`src/sv/gskg_pkg.sv`:
```
package gskg_pkg;

	// Fixed field widths.
	localparam int KEY_W   = 16;
	localparam int GATE_W  = 24;
	localparam int BETA_W  = 16;
	localparam int ROW_W   = 6;
	localparam int ENTRY_W = 32;
	localparam int DOT_W   = 40;
	localparam int PROD_W  = 32;
	localparam int FACT_W  = 24;

	// Parameter defaults.
	localparam int MAX_ROWS_DEF     = 64;
	localparam int MAX_FEATURES_DEF = 128;

	// Configuration port.
	localparam int CFG_IDX_W  = 2;
	localparam int CFG_DATA_W = 8;
	localparam logic [CFG_IDX_W-1:0] CFG_USE_GATE = 2'd0;
	localparam logic [CFG_IDX_W-1:0] CFG_FEATURES = 2'd1;
	localparam logic [CFG_IDX_W-1:0] CFG_ROWS     = 2'd2;
	localparam logic [7:0] FEATURES_RESET = 8'd128;
	localparam logic [6:0] ROWS_RESET     = 7'd64;

	// Serial multiplier operand widths.
	localparam int MUL_A_W = 48;
	localparam int MUL_B_W = 32;

	// Fixed-point constants.
	localparam logic [31:0] LOG2E_Q16  = 32'd94548;
	localparam logic [47:0] LN2_Q30    = 48'd744261118;
	localparam logic [31:0] ONE_Q30    = 32'h4000_0000;
	localparam logic [FACT_W-1:0] ONE_Q16    = 24'h01_0000;
	localparam logic [FACT_W-1:0] FACTOR_MAX = 24'hFF_FFFF;

	typedef struct packed {
		logic signed [KEY_W-1:0]  key_elem;
		logic signed [GATE_W-1:0] gate;
		logic [BETA_W-1:0]        beta_weight;
		logic                     last_of_chunk;
	} key_item_t;

	typedef struct packed {
		logic [ROW_W-1:0]          row_index;
		logic [ROW_W-1:0]          col_index;
		logic signed [ENTRY_W-1:0] entry_value;
		logic                      row_done;
	} gram_item_t;

	typedef struct packed {
		logic                    wr_en;
		logic                    gate_wr;
		logic                    mac_en;
		logic                    clear;
		logic                    load;
		logic                    shift;
		logic signed [KEY_W-1:0] wkey;
		logic signed [KEY_W-1:0] mkey;
	} cell_ctl_t;

endpackage

```
`src/sv/gskg_ram.sv`:
```
module gskg_ram #(
	parameter int W = 16,
	parameter int D = 128
) (
	input  logic                          clk,
	input  logic                          we,
	input  logic [(D > 1 ? $clog2(D) : 1)-1:0] waddr,
	input  logic [W-1:0]                  wdata,
	input  logic [(D > 1 ? $clog2(D) : 1)-1:0] raddr,
	output logic [W-1:0]                  rdata
);

	logic [W-1:0] mem [D];

	always_ff @(posedge clk) begin
		if (we) begin
			mem[waddr] <= wdata;
		end
		rdata <= mem[raddr];
	end

endmodule

```
`src/sv/gskg_cell.sv`:
```
module gskg_cell #(
	parameter int MAX_ROWS     = gskg_pkg::MAX_ROWS_DEF,
	parameter int MAX_FEATURES = gskg_pkg::MAX_FEATURES_DEF,
	parameter int IDX          = 0,
	localparam int RW = $clog2(MAX_ROWS),
	localparam int EW = (MAX_FEATURES > 1) ? $clog2(MAX_FEATURES) : 1
) (
	input  logic                                clk,
	input  logic                                arst_n,
	input  gskg_pkg::cell_ctl_t                 ctl,
	input  logic [RW-1:0]                       row,
	input  logic [EW-1:0]                       addr,
	input  logic signed [gskg_pkg::GATE_W-1:0]  gate_in,
	input  logic signed [gskg_pkg::DOT_W-1:0]   nxt_acc,
	input  logic signed [gskg_pkg::GATE_W-1:0]  nxt_gate,
	output logic signed [gskg_pkg::DOT_W-1:0]   sh_acc,
	output logic signed [gskg_pkg::GATE_W-1:0]  sh_gate
);

	logic                                sel;
	logic                                active;
	logic [gskg_pkg::KEY_W-1:0]          rdata;
	logic signed [gskg_pkg::PROD_W-1:0]  prod;
	logic signed [gskg_pkg::DOT_W-1:0]   base;
	logic signed [gskg_pkg::DOT_W-1:0]   acc_q;
	logic signed [gskg_pkg::GATE_W-1:0]  gate_q;
	logic signed [gskg_pkg::DOT_W-1:0]   sh_acc_q;
	logic signed [gskg_pkg::GATE_W-1:0]  sh_gate_q;

	assign sel    = (row == RW'(IDX));
	assign active = (RW'(IDX) < row);

	gskg_ram #(
		.W(gskg_pkg::KEY_W),
		.D(MAX_FEATURES)
	) u_keys (
		.clk  (clk),
		.we   (ctl.wr_en && sel),
		.waddr(addr),
		.wdata(ctl.wkey),
		.raddr(addr),
		.rdata(rdata)
	);

	assign prod = ctl.mkey * $signed(rdata);
	assign base = ctl.clear ? '0 : acc_q;

	// Accumulator is cleared on a row's first element; only earlier rows add.
	always_ff @(posedge clk or negedge arst_n) begin
		if (!arst_n) begin
			acc_q <= '0;
		end else if (ctl.mac_en) begin
			acc_q <= active ? base + gskg_pkg::DOT_W'(prod) : base;
		end
	end

	always_ff @(posedge clk) begin
		if (ctl.gate_wr && sel) begin
			gate_q <= gate_in;
		end
		if (ctl.load) begin
			sh_acc_q  <= acc_q;
			sh_gate_q <= gate_q;
		end else if (ctl.shift) begin
			sh_acc_q  <= nxt_acc;
			sh_gate_q <= nxt_gate;
		end
	end

	assign sh_acc  = sh_acc_q;
	assign sh_gate = sh_gate_q;

endmodule

```
`config.mk`:
```
export PLATFORM = sky130hd
export DESIGN_NAME = gskg_cell
export DESIGN_NICKNAME = d
export VERILOG_FILES = /design/src/sv/gskg_pkg.sv /design/src/sv/gskg_ram.sv /design/src/sv/gskg_cell.sv
export SDC_FILE = /design/constraint.sdc
export NUM_CORES = 2
export LEC_CHECK = 0
export BUFFER_PORTS_ARGS = -buffer_cell sky130_fd_sc_hd__buf_2
export CORE_MARGIN = 1
export CORE_UTILIZATION = 40
export CTS_BUF_LIST = sky130_fd_sc_hd__clkbuf_2 sky130_fd_sc_hd__clkbuf_4 sky130_fd_sc_hd__clkbuf_8
export DETAILED_ROUTE_END_ITERATION = 8
export SLEW_MARGIN = 20
export SYNTH_ARGS = -nofsm -noshare
export SYNTH_HDL_FRONTEND = slang
export SYNTH_SLANG_ARGS = --single-unit
export TNS_END_PERCENT = 20
```
`constraint.sdc`:
```
create_clock -name clk -period 7.8 [get_ports clk]
set_input_delay 0.39 -clock clk [delete_from_list [all_inputs] [get_ports clk]]
set_output_delay 0.39 -clock clk [all_outputs]
set_load 0.03 [all_outputs]
```
==> impl.org <==
** Floorplan
- The initialized floorplan defines between 150 and 200 standard-cell rows.
- The core region is around 230000 µm².
- Starting utilization of the core area :: 40.4%
- Die Ht :: roughly 480 µm
- The floorplan step defined a die boundary enclosing about 230000 µm².
- X dimension of the die :: slightly below 500 µm
- Number of I/O pins :: about 210

** Place
- Post-placement cell count :: just under 9000
- # port buffers :: approximately 200
- Gp weighted congestion :: approximately 0.9
- Before CTS, the worst setup slack after placement is 0.692 ns.
- Total half-perimeter wirelength after legalization and detailed placement :: approximately 160000 µm

** Finish
- Commonest non-fill, non-tap cells in the layout :: sky130_fd_sc_hd__edfxtp_1 (2136), sky130_fd_sc_hd__a22oi_1 (672), sky130_fd_sc_hd__inv_1 (413)
- Leading cell type in the layout, fill and taps excluded :: sky130_fd_sc_hd__edfxtp_1
- The area growth from synthesis to layout is 15.3%.
- Number of nets in the layout :: between 6000 and 7000
- The post-route netlist has 17.0% of its cells at a drive strength greater than 1.
- Non-filler cells, final :: roughly 9600

** Status
- Outcome :: complete, no violations

** GRT
- For this run, global-route usage on met1 was measured as approximately 32%.
- Global routing finished with a remaining overflow of 0.
- Via count of the first global-routing pass :: roughly 55000
- M3 GR Usage :: under 10%
- Across every metal layer, demand over resource in global routing totals a little under a quarter.
- The initial antenna violation count came to 14.
- Entering global routing, the biggest net connects 97 pins.
- Global-route met2 utilization :: around 36%
- The first global-routing pass estimated a little under 400000 µm of wire.
- GR peak layer :: met2

** Yosys
- Fraction of synthesized cell area taken by the top area cell type :: between 60 and 70%
- In this run, synthesis produced a sequential element count of ~2200.
- In this run, synthesis inferred about 2100 flip-flops with an integrated enable.
- Synthesis produced a netlist with a net count of 6246.
- Dividing the synthesized area by the synthesized cell count gives 16.3 µm².
- Yosys printed 0 warnings.
- For this run, the register share of the synthesized area comes to approximately 71%.
- sky130_fd_sc_hd__edfxtp_1 takes more of the synthesized area than any other cell.
- Counting every instance in the synthesized netlist gives 5660.
- Ranked by total cell area, the synthesized netlist is headed by sky130_fd_sc_hd__edfxtp_1 (69%), sky130_fd_sc_hd__fa_1 (7.2%), sky130_fd_sc_hd__a22oi_1 (5.5%).
- After synthesis the cells add up to a little over 90000 µm².
- In the synthesized netlist the dominant register cell turns out to be sky130_fd_sc_hd__edfxtp_1.
- For this run, asynchronously set or reset flops after synthesis account for between 1.5 and 2%.
- Yosys mapped the design onto just under 70 distinct sky130hd cell types.

** Route
- Router iterations before antenna repair :: 6
- After detailed routing, the average wire length per cell comes to roughly 28 µm.
- Wires add up to 273000 µm.
- Post-DRT Antenna Nets :: 0
- For this run, design rule violations remaining after detail routing come to 0.
- Total number of vias :: ~56000
- First-iteration detailed-routing DRC count :: around 6700
- Ratio of routed vias to standard cells :: 5.81

** Pwr
- Leakage power figure :: between 30 and 40 nW
- Dividing total power by cell area gives a power density of around 420 nW/µm².
- The worst-case IR drop observed on VDD is between 800 and 900 µV.
- Overall power of the completed layout :: 0.0446 W

** Hold path
- In this run the worst hold path is classified as in -> reg.

** Clock network
- The cell sitting at the root of the clock tree is a sky130_fd_sc_hd__clkbuf_8.
- Clock tree synthesis found a total of between 2000 and 2500 sinks.
- The number of clock buffers added by TritonCTS is 365.
- TritonCTS clock tree :: built
- Clock latency on the worst-skew pair :: ~1.1 ns
- Post-CTS setup buffer count :: 0
- Clock transition at path regs :: ~0.060 ns
- H-tree levels :: 5
- The longest clock path from root to sink contains 4 buffers.

** Worst setup path
- Among the stages of the critical path, the cell type that occurs most often is sky130_fd_sc_hd__fa_1.
- Stage delay of the slowest cell on the critical path :: roughly 0.7 ns
- Along the worst path, the maximum fanout reaches 16.
- Critical path buffer and inverter count :: 5
- Crit. End Element :: register
- Startpoint types :: register
- The largest individual stage delay along the critical path comes from the cell sky130_fd_sc_hd__fa_1.
- For the worst setup path, the data required time is roughly 8.7 ns.
- Data arrival time of the critical path :: ~7.9 ns
- Kind of critical path :: reg -> reg
- Among cell families on the critical path, the largest total delay comes from adder cells.
- Worst-path cell chain :: nand2_1, fa_1, inv_1, fa_1, inv_1, fa_1, fa_1, inv_1, fa_1, inv_1, fa_1, inv_1, ha_1, a21o_1, a21oi_1, o21bai_1, nor3_1, nand2b_1, a21o_1, a41oi_1, o21ai_0, o311ai_0

** Timing
- Setup violations remaining at the end of the flow were counted as 0.
- F_max :: 0.142 GHz
- Final Hold Violating Endpoints :: 0
- The final number of max-transition violations is 0.
- Measured against its own limit, the worst slew margin works out to 18.4%.
- At the pin with the least slew margin, the transition time is 1.22 ns.
- Setup slack on the critical path of the routed design comes to approximately 0.74 ns.
- The final critical path takes up roughly nine tenths of the cycle.
- Setup repair after global routing missed its margin :: no
- Setup total negative slack on the finished layout was measured at 0 ns.
- Worst Hold Slack :: 0.106 ns
- For the final database, setup skew stands at between 0.06 and 0.07 ns.
- Final critical delay including setup and external delays :: between 7 and 8 ns

** Job
- Across the run, the number of max-cap violations was 0.
[worst paths after layout]
| path | startpoint | end | slack (ns) | cells after the start |
|---|---|---|---|---|
| worst max-delay path | u_keys.rdata[4]$_DFF_P_ | acc_q[39]$_DFFE_PN0P_ | 0.74 | 22 |
| worst min-delay path | row[1] | gate_q[21]$_DFFE_PP_ | 0.11 | 4 |
| worst max register to register | u_keys.rdata[4]$_DFF_P_ | acc_q[39]$_DFFE_PN0P_ | 0.74 | 22 |
| worst min register to register | acc_q[10]$_DFFE_PN0P_ | acc_q[10]$_DFFE_PN0P_ | 0.50 | 2 |
| max in group asynchronous | arst_n | acc_q[9]$_DFFE_PN0P_ | 5.83 | 4 |
| min in group asynchronous | arst_n | acc_q[10]$_DFFE_PN0P_ | 0.49 | 3 |
[cells by family (layout without fill, tap and decap cells)]
family	after synthesis	after routing	synth area share (%)
AOI/OAI and AO/OA	1415	1415	11.7
other	0	10	0
buffers and inverters	747	1660	3.33
DFF	2192	2192	70.9
and+or+nand+nor	738	738	3.95
muxes	86	86	1.08
xor gates and xnor gates	37	37	0.351
adders and majority gates	445	445	8.71
[tightest hold or removal path, stage by stage]
cell and delay (ns):
sky130_fd_sc_hd__buf_2 0.07, sky130_fd_sc_hd__nor4_1 0.07, sky130_fd_sc_hd__and3_1 0.27, sky130_fd_sc_hd__buf_8 0.19
[cell usage after synthesis (11+ instances only)]
cell type / count
sky130_fd_sc_hd__a22oi_1: 672
sky130_fd_sc_hd__edfxtp_1: 2136
sky130_fd_sc_hd__xnor2_1: 24
sky130_fd_sc_hd__buf_1: 45
sky130_fd_sc_hd__a41oi_1: 47
sky130_fd_sc_hd__o21ai_0: 70
sky130_fd_sc_hd__a31oi_1: 122
sky130_fd_sc_hd__nor2_1: 184
sky130_fd_sc_hd__xor2_1: 13
sky130_fd_sc_hd__buf_2: 138
sky130_fd_sc_hd__and2_1: 120
sky130_fd_sc_hd__or4_1: 14
sky130_fd_sc_hd__a21o_1: 21
sky130_fd_sc_hd__nor4_1: 27
sky130_fd_sc_hd__mux2_2: 72
sky130_fd_sc_hd__a22o_1: 171
sky130_fd_sc_hd__clkbuf_1: 134
sky130_fd_sc_hd__nand2_1: 202
sky130_fd_sc_hd__nor2b_1: 43
sky130_fd_sc_hd__dfrtp_1: 40
sky130_fd_sc_hd__dfxtp_1: 16
sky130_fd_sc_hd__nand4_1: 77
sky130_fd_sc_hd__a221oi_1: 158
sky130_fd_sc_hd__a221oi_2: 12
sky130_fd_sc_hd__fa_1: 330
sky130_fd_sc_hd__nand3_1: 29
sky130_fd_sc_hd__a21oi_1: 55
sky130_fd_sc_hd__o21bai_1: 11
sky130_fd_sc_hd__ha_1: 115
sky130_fd_sc_hd__inv_1: 413
[area by class of cell]
cell class / count / area (µm²)
diodes: 10 / 25.0
clock buffers: 501 / 6130
clock inverters: 128 / 782
fillers: 19652 / 122000
inverters: 415 / 1560
multi-input cells: 2721 / 23900
flip-flops and latches: 2192 / 65500
well taps: 3009 / 3760
repair buffers: 616 / 4830
[sequential cells by signal (all words and copies together) (netlist names)]
register and count:
acc_q 40, gate_q 24, sh_acc 40, sh_gate 24, u_keys.mem 2048, u_keys.rdata 16
[power by group]
| part | switching, W | total, W | internal (W) |
|---|---|---|---|
| registers | 0.000202 | 0.0135 | 0.0133 |
| logic | 0.0125 | 0.0213 | 0.00879 |
| clock network | 0.00451 | 0.00982 | 0.00532 |
| total | 0.0172 | 0.0446 | 0.0274 |
[stage by stage]
stage                     area, µm²  util [%]
after floorplan               92300         -
after global placement        97800      42.8
after detailed placement      97800      42.8
after CTS                    106000      46.6
after global routing         106000      46.6
final                        106000      46.6
[routing by layer]
metal	part of all wire, %	wire length [µm]
met1	41	113000
met2	45	123000
met3	10	28100
met4	3.3	9020
met5	0.0084	23
[timing repair]
action,4_1_cts,5_1_grt
hold endpoints to repair,962,0
resized for setup,0,0
hold buffers,166,0
(Power assumes the default switching activity.)
