<file path="config.mk">
export PLATFORM = sky130hd
export DESIGN_NAME = gskg_post
export DESIGN_NICKNAME = d
export VERILOG_FILES = /design/src/sv/gskg_pkg.sv /design/src/sv/gskg_smul.sv /design/src/sv/gskg_post.sv
export SDC_FILE = /design/constraint.sdc
export NUM_CORES = 1
export LEC_CHECK = 0
export CORE_UTILIZATION = 64
export DETAILED_ROUTE_END_ITERATION = 7
export DONT_BUFFER_PORTS = 1
export PLACE_DENSITY_LB_ADDON = 0.08
export SLEW_MARGIN = 20
export SYNTH_ARGS = -nofsm -noshare
export SYNTH_HDL_FRONTEND = slang
export SYNTH_SLANG_ARGS = --single-unit
</file>
<file path="constraint.sdc">
create_clock -name clk -period 10.95 [get_ports clk]
set_input_delay 2.19 -clock clk [delete_from_list [all_inputs] [get_ports clk]]
set_output_delay 2.19 -clock clk [all_outputs]
set_load 0.02 [all_outputs]
</file>
<file path="src/sv/gskg_pkg.sv">
package gskg_pkg;

	// Fixed field widths.
	localparam int KEY_W   = 16;
	localparam int GATE_W  = 24;
	localparam int BETA_W  = 16;
	localparam int ROW_W   = 6;
	localparam int ENTRY_W = 32;
	localparam int DOT_W   = 40;
	localparam int PROD_W  = 32;
	localparam int FACT_W  = 24;

	// Parameter defaults.
	localparam int MAX_ROWS_DEF     = 64;
	localparam int MAX_FEATURES_DEF = 128;

	// Configuration port.
	localparam int CFG_IDX_W  = 2;
	localparam int CFG_DATA_W = 8;
	localparam logic [CFG_IDX_W-1:0] CFG_USE_GATE = 2'd0;
	localparam logic [CFG_IDX_W-1:0] CFG_FEATURES = 2'd1;
	localparam logic [CFG_IDX_W-1:0] CFG_ROWS     = 2'd2;
	localparam logic [7:0] FEATURES_RESET = 8'd128;
	localparam logic [6:0] ROWS_RESET     = 7'd64;

	// Serial multiplier operand widths.
	localparam int MUL_A_W = 48;
	localparam int MUL_B_W = 32;

	// Fixed-point constants.
	localparam logic [31:0] LOG2E_Q16  = 32'd94548;
	localparam logic [47:0] LN2_Q30    = 48'd744261118;
	localparam logic [31:0] ONE_Q30    = 32'h4000_0000;
	localparam logic [FACT_W-1:0] ONE_Q16    = 24'h01_0000;
	localparam logic [FACT_W-1:0] FACTOR_MAX = 24'hFF_FFFF;

	typedef struct packed {
		logic signed [KEY_W-1:0]  key_elem;
		logic signed [GATE_W-1:0] gate;
		logic [BETA_W-1:0]        beta_weight;
		logic                     last_of_chunk;
	} key_item_t;

	typedef struct packed {
		logic [ROW_W-1:0]          row_index;
		logic [ROW_W-1:0]          col_index;
		logic signed [ENTRY_W-1:0] entry_value;
		logic                      row_done;
	} gram_item_t;

	typedef struct packed {
		logic                    wr_en;
		logic                    gate_wr;
		logic                    mac_en;
		logic                    clear;
		logic                    load;
		logic                    shift;
		logic signed [KEY_W-1:0] wkey;
		logic signed [KEY_W-1:0] mkey;
	} cell_ctl_t;

endpackage

</file>
<file path="src/sv/gskg_smul.sv">
module gskg_smul #(
	parameter int A_W = gskg_pkg::MUL_A_W,
	parameter int B_W = gskg_pkg::MUL_B_W
) (
	input  logic               clk,
	input  logic               arst_n,
	input  logic               go,
	input  logic [A_W-1:0]     a,
	input  logic [B_W-1:0]     b,
	output logic               done,
	output logic [A_W+B_W-1:0] p
);

	localparam int CW = $clog2(B_W + 1);

	logic               busy_q;
	logic               done_q;
	logic [CW-1:0]      cnt_q;
	logic [A_W-1:0]     a_q;
	logic [A_W+B_W-1:0] p_q;
	logic [A_W:0]       sum;

	// One multiplier bit per cycle, least significant first.
	assign sum = {1'b0, p_q[A_W+B_W-1:B_W]} + (p_q[0] ? {1'b0, a_q} : '0);

	always_ff @(posedge clk or negedge arst_n) begin
		if (!arst_n) begin
			busy_q <= 1'b0;
			done_q <= 1'b0;
			cnt_q  <= '0;
		end else begin
			done_q <= 1'b0;
			if (go) begin
				busy_q <= 1'b1;
				cnt_q  <= '0;
			end else if (busy_q) begin
				cnt_q <= cnt_q + 1'b1;
				if (cnt_q == CW'(B_W - 1)) begin
					busy_q <= 1'b0;
					done_q <= 1'b1;
				end
			end
		end
	end

	always_ff @(posedge clk) begin
		if (go) begin
			a_q <= a;
			p_q <= {{A_W{1'b0}}, b};
		end else if (busy_q) begin
			p_q <= {sum, p_q[B_W-1:1]};
		end
	end

	assign done = done_q;
	assign p    = p_q;

endmodule

</file>
<file path="src/sv/gskg_post.sv">
module gskg_post (
	input  logic                                clk,
	input  logic                                arst_n,
	input  logic                                start,
	input  logic                                use_gate,
	input  logic signed [gskg_pkg::DOT_W-1:0]   dot,
	input  logic signed [gskg_pkg::GATE_W-1:0]  gate_i,
	input  logic signed [gskg_pkg::GATE_W-1:0]  gate_j,
	input  logic [gskg_pkg::BETA_W-1:0]         beta,
	output logic                                done,
	output logic signed [gskg_pkg::ENTRY_W-1:0] value
);

	localparam int AW = gskg_pkg::MUL_A_W;
	localparam int BW = gskg_pkg::MUL_B_W;

	localparam logic [3:0] P_IDLE = 4'd0;
	localparam logic [3:0] P_LOG  = 4'd1;
	localparam logic [3:0] P_Z    = 4'd2;
	localparam logic [3:0] P_HGO  = 4'd3;
	localparam logic [3:0] P_HMUL = 4'd4;
	localparam logic [3:0] P_HDIV = 4'd5;
	localparam logic [3:0] P_MANT = 4'd6;
	localparam logic [3:0] P_M1GO = 4'd7;
	localparam logic [3:0] P_M1   = 4'd8;
	localparam logic [3:0] P_M2   = 4'd9;

	localparam logic signed [27:0] L_HI   = 28'sd524288;
	localparam logic signed [27:0] L_LO   = -28'sd1572864;
	localparam logic signed [27:0] L_BIAS = 28'sd1572864;

	// Reciprocals ceil(2^45 / k); the quotient is bits 76:45 of the product.
	localparam logic [AW-1:0] REC_1 = 48'd35184372088832;
	localparam logic [AW-1:0] REC_2 = 48'd17592186044416;
	localparam logic [AW-1:0] REC_3 = 48'd11728124029611;
	localparam logic [AW-1:0] REC_4 = 48'd8796093022208;
	localparam logic [AW-1:0] REC_5 = 48'd7036874417767;
	localparam logic [AW-1:0] REC_6 = 48'd5864062014806;
	localparam logic [AW-1:0] REC_7 = 48'd5026338869834;

	logic [3:0]                         st_q;
	logic                               go_q;
	logic [AW-1:0]                      ma_q;
	logic [BW-1:0]                      mb_q;
	logic                               mul_done;
	logic [AW+BW-1:0]                   mul_p;
	logic                               neg_q;
	logic                               lneg_q;
	logic [gskg_pkg::DOT_W-1:0]         dmag_q;
	logic [gskg_pkg::BETA_W-1:0]        beta_q;
	logic [gskg_pkg::FACT_W-1:0]        f_q;
	logic [4:0]                         nb_q;
	logic [29:0]                        z_q;
	logic [31:0]                        r_q;
	logic [2:0]                         k_q;
	logic                               done_q;
	logic signed [gskg_pkg::ENTRY_W-1:0] val_q;

	logic signed [24:0]                 gd;
	logic [24:0]                        gmag;
	logic [gskg_pkg::DOT_W-1:0]         dmag;
	logic [41:0]                        lsum;
	logic signed [27:0]                 lval;
	logic [27:0]                        biased;
	logic [AW-1:0]                      recip;
	logic [32:0]                        msum;
	logic [25:0]                        mant;
	logic [25:0]                        vfac;
	logic [63:0]                        asum;
	logic [63:0]                        esum;
	logic [41:0]                        emag;
	logic signed [gskg_pkg::ENTRY_W-1:0] sat;

	gskg_smul #(
		.A_W(AW),
		.B_W(BW)
	) u_mul (
		.clk   (clk),
		.arst_n(arst_n),
		.go    (go_q),
		.a     (ma_q),
		.b     (mb_q),
		.done  (mul_done),
		.p     (mul_p)
	);

	always_comb begin
		gd     = 25'(gate_i) - 25'(gate_j);
		gmag   = gd[24] ? 25'(-gd) : 25'(gd);
		dmag   = dot[gskg_pkg::DOT_W-1] ? gskg_pkg::DOT_W'(-dot) : gskg_pkg::DOT_W'(dot);
		lsum   = mul_p[41:0] + 42'd32768;
		lval   = lneg_q ? -$signed({2'b00, lsum[41:16]}) : $signed({2'b00, lsum[41:16]});
		biased = 28'(lval + L_BIAS);
		case (k_q)
			3'd2: recip = REC_2;
			3'd3: recip = REC_3;
			3'd4: recip = REC_4;
			3'd5: recip = REC_5;
			3'd6: recip = REC_6;
			3'd7: recip = REC_7;
			default: recip = REC_1;
		endcase
		msum   = {1'b0, r_q} + 33'd8192;
		mant   = 26'(msum[32:14]);
		if (nb_q >= 5'd24) begin
			vfac = mant << (nb_q - 5'd24);
		end else begin
			vfac = (mant + (26'd1 << (5'd23 - nb_q))) >> (5'd24 - nb_q);
		end
		asum = mul_p[63:0] + 64'd32768;
		esum = mul_p[63:0] + 64'h20_0000;
		emag = esum[63:22];
		if (!neg_q) begin
			sat = (emag > 42'h0_7FFF_FFFF) ? 32'sh7FFF_FFFF : $signed(emag[31:0]);
		end else begin
			sat = (emag >= 42'h0_8000_0000) ? 32'sh8000_0000 : -$signed(emag[31:0]);
		end
	end

	always_ff @(posedge clk or negedge arst_n) begin
		if (!arst_n) begin
			st_q   <= P_IDLE;
			go_q   <= 1'b0;
			done_q <= 1'b0;
		end else begin
			go_q   <= 1'b0;
			done_q <= 1'b0;
			case (st_q)
				P_IDLE: begin
					if (start) begin
						if (use_gate) begin
							go_q <= 1'b1;
							st_q <= P_LOG;
						end else begin
							st_q <= P_M1GO;
						end
					end
				end
				P_LOG: begin
					if (mul_done) begin
						if (lval >= L_HI || lval < L_LO) begin
							st_q <= P_M1GO;
						end else begin
							go_q <= 1'b1;
							st_q <= P_Z;
						end
					end
				end
				P_Z: begin
					if (mul_done) begin
						st_q <= P_HGO;
					end
				end
				P_HGO: begin
					go_q <= 1'b1;
					st_q <= P_HMUL;
				end
				P_HMUL: begin
					if (mul_done) begin
						go_q <= 1'b1;
						st_q <= P_HDIV;
					end
				end
				P_HDIV: begin
					if (mul_done) begin
						st_q <= (k_q == 3'd1) ? P_MANT : P_HGO;
					end
				end
				P_MANT: begin
					st_q <= P_M1GO;
				end
				P_M1GO: begin
					go_q <= 1'b1;
					st_q <= P_M1;
				end
				P_M1: begin
					if (mul_done) begin
						go_q <= 1'b1;
						st_q <= P_M2;
					end
				end
				P_M2: begin
					if (mul_done) begin
						done_q <= 1'b1;
						st_q   <= P_IDLE;
					end
				end
				default: begin
					st_q <= P_IDLE;
				end
			endcase
		end
	end

	// Datapath registers; the control above decides when they matter.
	always_ff @(posedge clk) begin
		case (st_q)
			P_IDLE: begin
				if (start) begin
					neg_q  <= dot[gskg_pkg::DOT_W-1];
					dmag_q <= dmag;
					beta_q <= beta;
					lneg_q <= gd[24];
					f_q    <= gskg_pkg::ONE_Q16;
					ma_q   <= AW'(gmag);
					mb_q   <= gskg_pkg::LOG2E_Q16;
				end
			end
			P_LOG: begin
				if (mul_done) begin
					if (lval >= L_HI) begin
						f_q <= gskg_pkg::FACTOR_MAX;
					end else if (lval < L_LO) begin
						f_q <= '0;
					end
					nb_q <= biased[20:16];
					ma_q <= gskg_pkg::LN2_Q30;
					mb_q <= BW'(biased[15:0]);
				end
			end
			P_Z: begin
				if (mul_done) begin
					z_q <= mul_p[45:16];
					r_q <= gskg_pkg::ONE_Q30;
					k_q <= 3'd7;
				end
			end
			P_HGO: begin
				ma_q <= AW'(r_q);
				mb_q <= BW'(z_q);
			end
			P_HMUL: begin
				// The series divide by k is a multiply by its reciprocal.
				if (mul_done) begin
					ma_q <= recip;
					mb_q <= mul_p[61:30];
				end
			end
			P_HDIV: begin
				if (mul_done) begin
					r_q <= gskg_pkg::ONE_Q30 + mul_p[76:45];
					k_q <= k_q - 1'b1;
				end
			end
			P_MANT: begin
				f_q <= (vfac > 26'(gskg_pkg::FACTOR_MAX)) ? gskg_pkg::FACTOR_MAX
					: vfac[gskg_pkg::FACT_W-1:0];
			end
			P_M1GO: begin
				ma_q <= AW'(dmag_q);
				mb_q <= BW'(f_q);
			end
			P_M1: begin
				if (mul_done) begin
					ma_q <= asum[63:16];
					mb_q <= BW'(beta_q);
				end
			end
			P_M2: begin
				if (mul_done) begin
					val_q <= sat;
				end
			end
			default: begin
			end
		endcase
	end

	assign done  = done_q;
	assign value = val_q;

endmodule

</file>
==> report_table.html <==
<table>
<tr><th>Metric</th><th>Value</th></tr>
<tr><th colspan="2">Run status</th></tr>
<tr><td>Outcome</td><td>finished with violations</td></tr>
<tr><td>Failing checks</td><td>DRC</td></tr>
<tr><th colspan="2">CTS</th></tr>
<tr><td>Quantity of hold-fixing buffers added after cts</td><td>0</td></tr>
<tr><td>Longest Clk Path Bufs</td><td>3</td></tr>
<tr><td>CTS tree</td><td>yes</td></tr>
<tr><td>Cell chosen for the clock root</td><td>sky130_fd_sc_hd__clkbuf_16</td></tr>
<tr><td>Worst-Skew Late Latency</td><td>0.60 ns</td></tr>
<tr><td>Number of buffers added by the clock tree synthesis step</td><td>between 40 and 50</td></tr>
<tr><td>Number of levels the H-tree was split into</td><td>2</td></tr>
<tr><td>Post-CTS Repair Setup Buffers</td><td>0</td></tr>
<tr><td>Cells resized by post-CTS repair</td><td>0</td></tr>
<tr><td>Clock-pin slew of the registers on the worst-case setup and hold paths</td><td>0.06 ns</td></tr>
<tr><td>Sink count of the clock tree</td><td>406</td></tr>
<tr><th colspan="2">Routing</th></tr>
<tr><td>Final antenna-violating net count</td><td>0</td></tr>
<tr><td>Total Routed Length</td><td>103500 um</td></tr>
<tr><td>Via density per instance</td><td>about 7.3</td></tr>
<tr><td>Pre-antenna DRT Iters</td><td>8</td></tr>
<tr><td>Wire length per cell after detailed routing</td><td>27.26 um</td></tr>
<tr><td>Via count</td><td>27776</td></tr>
<tr><td>Initial DRC Count</td><td>between 4000 and 5000</td></tr>
<tr><td>Remaining design rule violation count</td><td>1</td></tr>
<tr><th colspan="2">Synth</th></tr>
<tr><td>Net count after synthesis</td><td>3505</td></tr>
<tr><td>Number of distinct standard cells referenced by the synthesized netlist</td><td>107</td></tr>
<tr><td>Fraction of registers with async set/reset</td><td>between 3 and 4%</td></tr>
<tr><td>Average footprint of a synthesized cell</td><td>about 9.2 um^2</td></tr>
<tr><td>Mapped Area</td><td>30070 um^2</td></tr>
<tr><td>Fraction of the yosys area taken by sequential cells</td><td>38.71%</td></tr>
<tr><td>FF+latch count, synth</td><td>between 400 and 500</td></tr>
<tr><td>Count of flip-flops with a built-in enable after synthesis</td><td>344</td></tr>
<tr><td>Mapped Cells</td><td>3282</td></tr>
<tr><td>Top_reg_cell synth</td><td>sky130_fd_sc_hd__edfxtp_1</td></tr>
<tr><td>Ys Warns</td><td>0</td></tr>
<tr><th colspan="2">Floorplanning</th></tr>
<tr><td>Site row count</td><td>79</td></tr>
<tr><td>Height of the chip</td><td>218.8 um</td></tr>
<tr><td>Die outline area</td><td>between 40000 and 50000 um^2</td></tr>
<tr><td>Chip Width</td><td>218.8 um</td></tr>
<tr><td>Area of the core</td><td>between 40000 and 50000 um^2</td></tr>
<tr><td>Initial Util</td><td>between 60% and 70%</td></tr>
<tr><td>Number of top-level pins</td><td>141</td></tr>
<tr><th colspan="2">Worst setup path</th></tr>
<tr><td>Crit path max fanout</td><td>24</td></tr>
<tr><td>Required time of the critical path</td><td>around 11 ns</td></tr>
<tr><td>Data arrival time of the critical path</td><td>~6.4 ns</td></tr>
<tr><td>Critical path endpoint category</td><td>register</td></tr>
<tr><td>Startpoint kind of the worst setup timing path</td><td>register</td></tr>
<tr><td>Worst Path Class, Setup</td><td>register to register</td></tr>
<tr><th colspan="2">Timing</th></tr>
<tr><td>Number of hold violations in the final report</td><td>0</td></tr>
<tr><td>Final Max Slew Viols</td><td>0</td></tr>
<tr><td>Setup violators final</td><td>0</td></tr>
<tr><td>Slew of the pin with the lowest slew margin</td><td>1.140 ns</td></tr>
<tr><td>Share of the cycle needed by the critical path after routing</td><td>55.61%</td></tr>
<tr><td>Fmax</td><td>0.1642 GHz</td></tr>
<tr><td>Setup skew after layout</td><td>0.01580 ns</td></tr>
<tr><td>RSZ-0062 raised after global routing</td><td>no</td></tr>
<tr><td>Slew margin rel.</td><td>23.81%</td></tr>
<tr><td>Clock period minus final worst setup slack</td><td>~6.1 ns</td></tr>
<tr><td>TNS Setup</td><td>0 ns</td></tr>
<tr><th colspan="2">Pwr</th></tr>
<tr><td>Post-route total power</td><td>0.003452 W</td></tr>
<tr><td>Power density over the cells</td><td>~110 nW/um^2</td></tr>
<tr><td>Max IR drop VDD</td><td>0.0001310 V</td></tr>
<tr><td>LEAKAGE</td><td>11.85 nW</td></tr>
<tr><th colspan="2">Placed design</th></tr>
<tr><td>Buffers on Ports</td><td>0</td></tr>
<tr><td>Total half-perimeter wirelength after legalization and detailed placement</td><td>76240 um</td></tr>
<tr><td>Last weighted congestion value of the routability-driven placer</td><td>1.064</td></tr>
<tr><th colspan="2">Finish</th></tr>
<tr><td>Footprint of the multi-input gates</td><td>about 17000 um^2</td></tr>
<tr><td>Net total in the final layout</td><td>3378</td></tr>
<tr><td>Fraction of final layout cells sized beyond drive strength 1</td><td>6.901%</td></tr>
<tr><td>Leading cell type in the layout, fill and taps excluded</td><td>sky130_fd_sc_hd__edfxtp_1</td></tr>
<tr><td>Most frequent cells in the layout</td><td>344 x sky130_fd_sc_hd__edfxtp_1, 290 x sky130_fd_sc_hd__nand2_1, 278 x sky130_fd_sc_hd__nor2_1</td></tr>
<tr><td>Layout area overhead</td><td>5.913%</td></tr>
<tr><td>Number of filler cells placed in the layout</td><td>~3600</td></tr>
<tr><td>Register cell area after layout</td><td>11650 um^2</td></tr>
<tr><th colspan="2">GRT</th></tr>
<tr><td>Global-route wire length before repair</td><td>153200 um</td></tr>
<tr><td>Global-route usage over all layers</td><td>42.14%</td></tr>
<tr><td>Number of global-route vias before repair</td><td>25408</td></tr>
<tr><td>Maximum number of pins on one net before global-route repair</td><td>70</td></tr>
<tr><td>GR Overflow Total</td><td>0</td></tr>
<tr><td>Antenna violations before repair</td><td>2</td></tr>
<tr><th colspan="2">Run</th></tr>
<tr><td>MaxCap Viol Count</td><td>0</td></tr>
<tr><th colspan="2">Min path</th></tr>
<tr><td>Type of the tightest min-delay check</td><td>register to register</td></tr>
</table>
routing by layer:
metal / up-vias / wire length (um) / GRT usage, %
met5: - / 0 / 0
met4: 0 / 4687 / 16.71
met3: 307 / 13460 / 9.715
met2: 2002 / 45840 / 65.38
met1: 13330 / 39480 / 56.89
li1: 12137 / - / -
worst max-delay path, cell delays in order (launching register included):
cell	delay [ns]
sky130_fd_sc_hd__edfxtp_1	0.65
sky130_fd_sc_hd__ha_1	0.39
sky130_fd_sc_hd__nand3_1	0.45
sky130_fd_sc_hd__or4_1	0.78
sky130_fd_sc_hd__or2_2	0.40
sky130_fd_sc_hd__xor2_1	0.51
sky130_fd_sc_hd__a21oi_1	0.31
sky130_fd_sc_hd__or4_4	0.52
sky130_fd_sc_hd__mux2i_1	0.19
sky130_fd_sc_hd__o311ai_1	0.18
sky130_fd_sc_hd__a32oi_1	0.65
sky130_fd_sc_hd__nor2_1	0.11
sky130_fd_sc_hd__nor3_2	0.22
sky130_fd_sc_hd__buf_4	0.35
cells by family after synthesis:
family | after synthesis | synth area share (%)
and+or+nand+nor | 1146 | 19.07
AOI/OAI and AO/OA | 924 | 21.25
DFF | 406 | 38.71
buffers and inverters | 308 | 3.999
xor gates and xnor gates | 277 | 8.260
adders and majority gates | 115 | 4.860
muxes | 106 | 3.853
area by class of cell:
class                      count  share of cell area [%]
antenna                        1                0.007857
clock buffer                  61                   4.054
clock inverter                20                  0.6639
inverter                      94                   1.108
multi-input combinational   2568                   54.29
sequential                   406                   36.57
tap                          607                   2.385
timing repair buffer          39                  0.9193
final timing paths:
kind / to / slack, ns / depth (start not counted) / startpoint
min: u_mul.a_q[16]$_DFFE_PP_ / 0.42 / 0 / ma_q[16]$_DFFE_PP_
max reg2reg: f_q[12]$_DFFE_PP_ / 4.86 / 13 / u_mul.p[21]$_DFFE_PP_
max in group asynchronous: u_mul.busy_q$_DFF_PN0_ / 9.58 / 0 / arst_n
min in group asynchronous: st_q[1]$_DFFE_PN0P_ / 1.28 / 0 / arst_n
min reg2reg: u_mul.a_q[16]$_DFFE_PP_ / 0.42 / 0 / ma_q[16]$_DFFE_PP_
max: f_q[12]$_DFFE_PP_ / 4.86 / 13 / u_mul.p[21]$_DFFE_PP_
cells in the mapped netlist, types with 14 or more instances:
cell type | number | area, um^2
sky130_fd_sc_hd__edfxtp_1 | 344 | 10330
sky130_fd_sc_hd__nand2_1 | 290 | 1089
sky130_fd_sc_hd__nor2_1 | 279 | 1047
sky130_fd_sc_hd__o21ai_0 | 181 | 905.9
sky130_fd_sc_hd__a21oi_1 | 176 | 880.8
sky130_fd_sc_hd__clkbuf_1 | 170 | 638.1
sky130_fd_sc_hd__xnor2_1 | 170 | 1489
sky130_fd_sc_hd__ha_1 | 112 | 1401
sky130_fd_sc_hd__xor2_1 | 103 | 902.1
sky130_fd_sc_hd__nand3_1 | 97 | 485.5
sky130_fd_sc_hd__inv_1 | 89 | 334.1
sky130_fd_sc_hd__and3_1 | 87 | 544.3
sky130_fd_sc_hd__nor3_1 | 79 | 395.4
sky130_fd_sc_hd__and2_1 | 65 | 406.6
sky130_fd_sc_hd__a21o_1 | 63 | 473.0
sky130_fd_sc_hd__mux2i_1 | 55 | 550.5
sky130_fd_sc_hd__a22oi_1 | 49 | 367.9
sky130_fd_sc_hd__dfxtp_1 | 48 | 960.9
sky130_fd_sc_hd__mux2_2 | 48 | 540.5
sky130_fd_sc_hd__a211oi_1 | 47 | 352.8
sky130_fd_sc_hd__nand4_1 | 43 | 269.0
sky130_fd_sc_hd__a31oi_1 | 39 | 244.0
sky130_fd_sc_hd__o211ai_1 | 37 | 277.8
sky130_fd_sc_hd__o31ai_1 | 36 | 270.3
sky130_fd_sc_hd__nand2b_1 | 34 | 212.7
sky130_fd_sc_hd__a221oi_1 | 32 | 280.3
sky130_fd_sc_hd__nor4_1 | 32 | 200.2
sky130_fd_sc_hd__or3_1 | 32 | 200.2
sky130_fd_sc_hd__nor2b_1 | 26 | 162.7
sky130_fd_sc_hd__o221ai_1 | 23 | 201.4
sky130_fd_sc_hd__buf_1 | 21 | 78.83
sky130_fd_sc_hd__o21a_1 | 19 | 142.6
sky130_fd_sc_hd__o22ai_1 | 19 | 118.9
sky130_fd_sc_hd__or4_1 | 19 | 142.6
sky130_fd_sc_hd__buf_2 | 18 | 90.09
sky130_fd_sc_hd__o2111ai_1 | 18 | 157.7
sky130_fd_sc_hd__a31o_2 | 14 | 122.6
sky130_fd_sc_hd__dfrtp_1 | 14 | 350.3
where the power goes:
group / internal (W) / switching (W) / total, W
Combinational: 0.0000813 / 0.000131 / 0.000213
Sequential: 0.00167 / 0 / 0.00167
Clock: 0.000903 / 0.000667 / 0.00157
Total: 0.00265 / 0.000799 / 0.00345
registers in the layout (all words and copies together) (netlist names), 6 cells and up:
signal,cells
beta_q,16
ma_q,48
f_q,24
u_mul.a_q,48
u_mul.cnt_q,6
mb_q,32
r_q,32
z_q,30
u_mul.p,80
value,32
dmag_q,40
stage by stage:
stage                     cell area, um^2  worst slack [ns]  util (%)  std cells  hold WS [ns]
after CTS                           31840             4.931     68.53       3795        0.4197
after global placement              30330             5.039     65.28       3714        0.4031
after global routing                31850             4.659     68.55       3795        0.4291
final                               31850             4.861     68.55       3796        0.4193
after detailed placement            30330             4.830     65.29       3714        0.4045
after floorplan                     30070             2.317         -       3282        0.4003
Note: power is estimated with default switching activity, not from simulation.
